[config.mk]
export PLATFORM = sky130hd
export DESIGN_NAME = tjc_div_stage
export DESIGN_NICKNAME = d
export VERILOG_FILES = /design/src/design/tjc_pkg.sv /design/src/design/tjc_div_stage.sv
export SDC_FILE = /design/constraint.sdc
export NUM_CORES = 1
export LEC_CHECK = 0
export ABC_AREA = 1
export BUFFER_PORTS_ARGS = -buffer_cell sky130_fd_sc_hd__buf_2
export CORE_AREA = 2 2 185 187
export DETAILED_ROUTE_END_ITERATION = 8
export DIE_AREA = 0 0 187 189
export GPL_TIMING_DRIVEN = 0
export PLACE_DENSITY = 0.57
export SYNTH_ARGS = -nofsm -noshare
export SYNTH_HDL_FRONTEND = slang
export SYNTH_SLANG_ARGS = --single-unit
[constraint.sdc]
create_clock -name clock -period 2.7 [get_ports clock]
set_clock_uncertainty 0.15 [all_clocks]
set_input_delay 0.54 -clock clock [delete_from_list [all_inputs] [get_ports clock]]
set_output_delay 0.54 -clock clock [all_outputs]
set_load 0.1 [all_outputs]
[src/design/tjc_pkg.sv]
package tjc_pkg;

   // Junction kinds carried in the kind field.
   typedef enum logic [1:0] {
      KIND_BOUND = 2'd0,
      KIND_COND  = 2'd1,
      KIND_PAIR  = 2'd2
   } kind_type;

   // Reflection coefficient format, signed Q1.14.
   localparam int COEF_WIDTH = 16;
   localparam int COEF_FRAC  = 14;

   // Control that travels with each beat down the pipeline.
   typedef struct packed {
      logic valid;
      logic divp;
      logic neg;
      logic ovf;
      logic err;
      logic pvalid;
   } ctl_type;

endpackage

[src/design/tjc_div_stage.sv]
module tjc_div_stage import tjc_pkg::*; #(
   parameter int TW = 34,
   parameter int QW = 33,
   parameter int V  = 32
) (
   input  logic                clock,
   input  logic                reset,
   input  logic                enable,
   input  ctl_type             ctl_i,
   input  logic [TW-1:0]       rem_i,
   input  logic [TW-1:0]       du_i,
   input  logic [QW-1:0]       nq_i,
   input  logic signed [V-1:0] x_i [4],
   output ctl_type             ctl_o,
   output logic [TW-1:0]       rem_o,
   output logic [TW-1:0]       du_o,
   output logic [QW-1:0]       nq_o,
   output logic signed [V-1:0] x_o [4]
);

   ctl_type             ctl_ff;
   logic [TW-1:0]       rem_ff, rem_in, du_ff;
   logic [QW-1:0]       nq_ff, nq_in;
   logic signed [V-1:0] x_ff [4];
   logic [TW:0]         trial, diff;
   logic                ge;

   // One restoring step: shift in the next numerator bit and try the divisor.
   always_comb begin
      trial  = {rem_i, nq_i[QW-1]};
      diff   = trial - {1'b0, du_i};
      ge     = trial >= {1'b0, du_i};
      rem_in = ge ? diff[TW-1:0] : trial[TW-1:0];
      nq_in  = {nq_i[QW-2:0], ge};
   end

   always_ff @(posedge clock) begin
      if (reset) begin
         ctl_ff <= '0;
      end else if (enable) begin
         ctl_ff <= ctl_i;
      end
   end

   always_ff @(posedge clock) begin
      if (enable) begin
         rem_ff <= rem_in;
         du_ff  <= du_i;
         nq_ff  <= nq_in;
         x_ff   <= x_i;
      end
   end

   assign ctl_o = ctl_ff;
   assign rem_o = rem_ff;
   assign du_o  = du_ff;
   assign nq_o  = nq_ff;
   assign x_o   = x_ff;

endmodule

==> flow_metrics.tcl <==
set metrics [dict create \
    h-tree-depth 1 \
    path_clk_slew_ns 0.06 \
    maxSlewHeadroom_pct 45.5 \
    cts_resized 0 \
    die_y_um 189 \
    r2r_cells 2 \
    fin_crit_ns 2.47 \
    hold_viol_final 0 \
    syn_nets 1168 \
    grt-ovfl-total 0 \
    numCtsBuffers 27 \
    critPathRequiredTime_ns 2.83 \
    drv_slew 0 \
    layout-drive-gt1-share_pct 39.4 \
    avgRoutedWirePerCell_um 17.8 \
    final_area_um2 14100 \
    grt_pass1_vias 7884 \
    synthArstFlopShare_pct 0 \
    synth-seq-cells 235 \
    holdPathEnd "x_o[121]" \
    fill_cells 3300 \
    critical_path_class "input port to register" \
    core_area_um2 33300 \
    die_x_um 187 \
    drt_iter0_drc 387 \
    cts_tree "yes" \
    syn2layout_area_growth_pct 37.9 \
    antenna_found_initial 10 \
    antenna_left 0 \
    vias_per_cell 4.27 \
    grt_max_degree 98 \
    vdd_drop_max_mv 0.456 \
    grt_pass1_wl_um 48000 \
    dpl_cell_area_um2 13200 \
    dieArea_um2 35300 \
    cp.arrival_ns 2.60 \
    grtUsageTotal_pct 18.2 \
    finalCritPeriodShare_pct 91.5 \
    ys_warn_count 0 \
    r2r-start "ctl_o[1]" \
    syn_area_per_cell_um2 11.4 \
    clock_path_buffers 3 \
    synth_top_area_cell "edfxtp_1" \
    hold_class "input port to register" \
    outcome "finished, final reports clean" \
    pwr_density_cell_nw_per_um2 832 \
    synthFlopType "edfxtp_1" \
    critPathLaunchType "input port" \
    netlist_area_um2 10200 \
    r2r_slack_ns 1.97 \
    synth_top_area_share_pct 67.2 \
    post_cts_buffers 0 \
    synth_cell_types 32 \
    syn_inst 895 \
    timing.rr.end "ctl_o[1]" \
    worst_pin_slew_ns 0.809 \
    gp_congestion 0.873 \
    wl_um 33300 \
    whs_ns 0.0301 \
    grt_setup_unrepaired "false" \
    fin_nets 1672 \
    cts-root-buf "clkbuf_16" \
    start_util_pct 30.7 \
    drt_pass1_iterations 4 \
    dpl.hpwl_um 27300 \
    setup_viol 0 \
    drcViolationCount 0 \
    clock-sinks 235 \
    synth-edff-count 229 \
    rows 67 \
    leakagePower_nw 6.76 \
    netlist_top_cells_area "edfxtp_1, nand2_1, inv_1, ha_1, nand3_1" \
    seq_area_frac_synth_pct 68.4 \
    power_w 0.0117 \
    fmax_mhz 405 \
    clkLatencyLatePin_ns 0.53 \
    hold_depth 1 \
    vias 7992 \
    cp-end-kind "register" \
    maxCapViolCount 0 \
    io_buffers 472 \
    cp_max_fo 6 \
    hold_start "x_i[121]" \
    ios 473 \
]
repair_timing:
action,4_1_cts,5_1_grt
hold buffers,1,0
endpoints found under the hold margin,1,0
setup endpoints to repair,0,0
cell usage after synthesis, types with 4 or more instances:
library cell	number
inv_1	130
nand3b_1	7
nor2_2	4
a21oi_1	31
nand2_1	285
nand2_2	17
edfxtp_1	229
nand3_1	39
ha_1	34
xor2_1	16
dfxtp_1	6
nor2_1	51
o21ai_0	11
nor3_1	5
how the worst max path moves through the flow:
stage | from | end | slack, ns | cells after the start
after floorplan | nq_i[32] | rem_o[20] | 0.31 | 14
after global placement | enable | ctl_o[0] | -2.91 | 4
after detailed placement | du_i[3] | rem_o[21] | -0.30 | 12
after CTS | du_i[3] | rem_o[21] | 0.26 | 12
after global routing | nq_i[32] | rem_o[30] | 0.09 | 15
final | du_i[3] | rem_o[21] | 0.23 | 12
routing by layer:
| metal | GRT usage (%) | up-vias | wire length [um] |
|---|---|---|---|
| met3 | 4.73 | 50 | 2490 |
| met5 | 0 | - | 32 |
| met1 | 22.0 | 3684 | 13500 |
| li1 | - | 3970 | - |
| met4 | 4.98 | 6 | 673 |
| met2 | 32.1 | 282 | 16700 |
where the power goes:
part           total (W)  switching, W  internal (W)
combinational    0.00371       0.00312      0.000595
sequential       0.00446     0.0000747       0.00438
clock            0.00357       0.00146       0.00211
per-stage QoR:
step	util (%)	TNS (ns)	setup slack (ns)	instances
final	42.4	0	0.229	1873
after detailed placement	39.7	-7.29	-0.303	1817
after CTS	42.4	0	0.265	1866
after floorplan	-	0	0.311	895
after global placement	39.5	-537.38	-2.91	1815
after global routing	42.4	0	0.0894	1869
area by class of cell:
cell class | instances | area, um^2 | share of cell area, %
clock inverters | 21 | 190 | 1.35
diodes | 7 | 17.5 | 0.124
repair buffers | 475 | 2440 | 17.3
multi-input cells | 519 | 2640 | 18.7
well taps | 448 | 561 | 3.97
flip-flops and latches | 235 | 7000 | 49.6
inverters | 134 | 510 | 3.62
clock buffers | 27 | 676 | 4.79
plain buffers | 7 | 91.3 | 0.647
state kept, by name (all words and copies together), names as in the netlist:
name / cells
nq_o: 33
x_o: 128
du_o: 34
rem_o: 34
ctl_o: 6
worst max-delay path, cell delays in order:
cell and delay [ns]:
buf_2 0.09, inv_1 0.04, ha_1 0.39, nand2_2 0.11, nor2_1 0.16, nor2_1 0.11
o21ai_0 0.65, nand2_1 0.19, nand2_1 0.11, nand2_1 0.05, nand3_1 0.10, nand2_1 0.06
cells by family (layout without fill, tap and decap cells):
family	Yosys count	in the layout	share of synthesized area, %
compound gates	47	47	2.45
xor+xnor	18	18	1.54
fa+ha+maj	35	35	4.35
buf+inv	141	664	5.88
flops	235	235	68.4
other cells	0	7	0
simple gates	419	419	17.4
cell usage in the layout, fill, tap and decap left out, types with 6 or more instances in the layout:
master     count
buf_2        471
diode_2        7
inv_1        130
nand2_2       17
nand3b_1       7
a21oi_1       31
ha_1          34
nor2_1        51
xor2_1        16
dfxtp_1        6
o21ai_0       11
clkinv_2       8
clkbuf_16     27
nand2_1      285
edfxtp_1     229
nand3_1       39
Note: power is estimated with default switching activity, not from simulation.
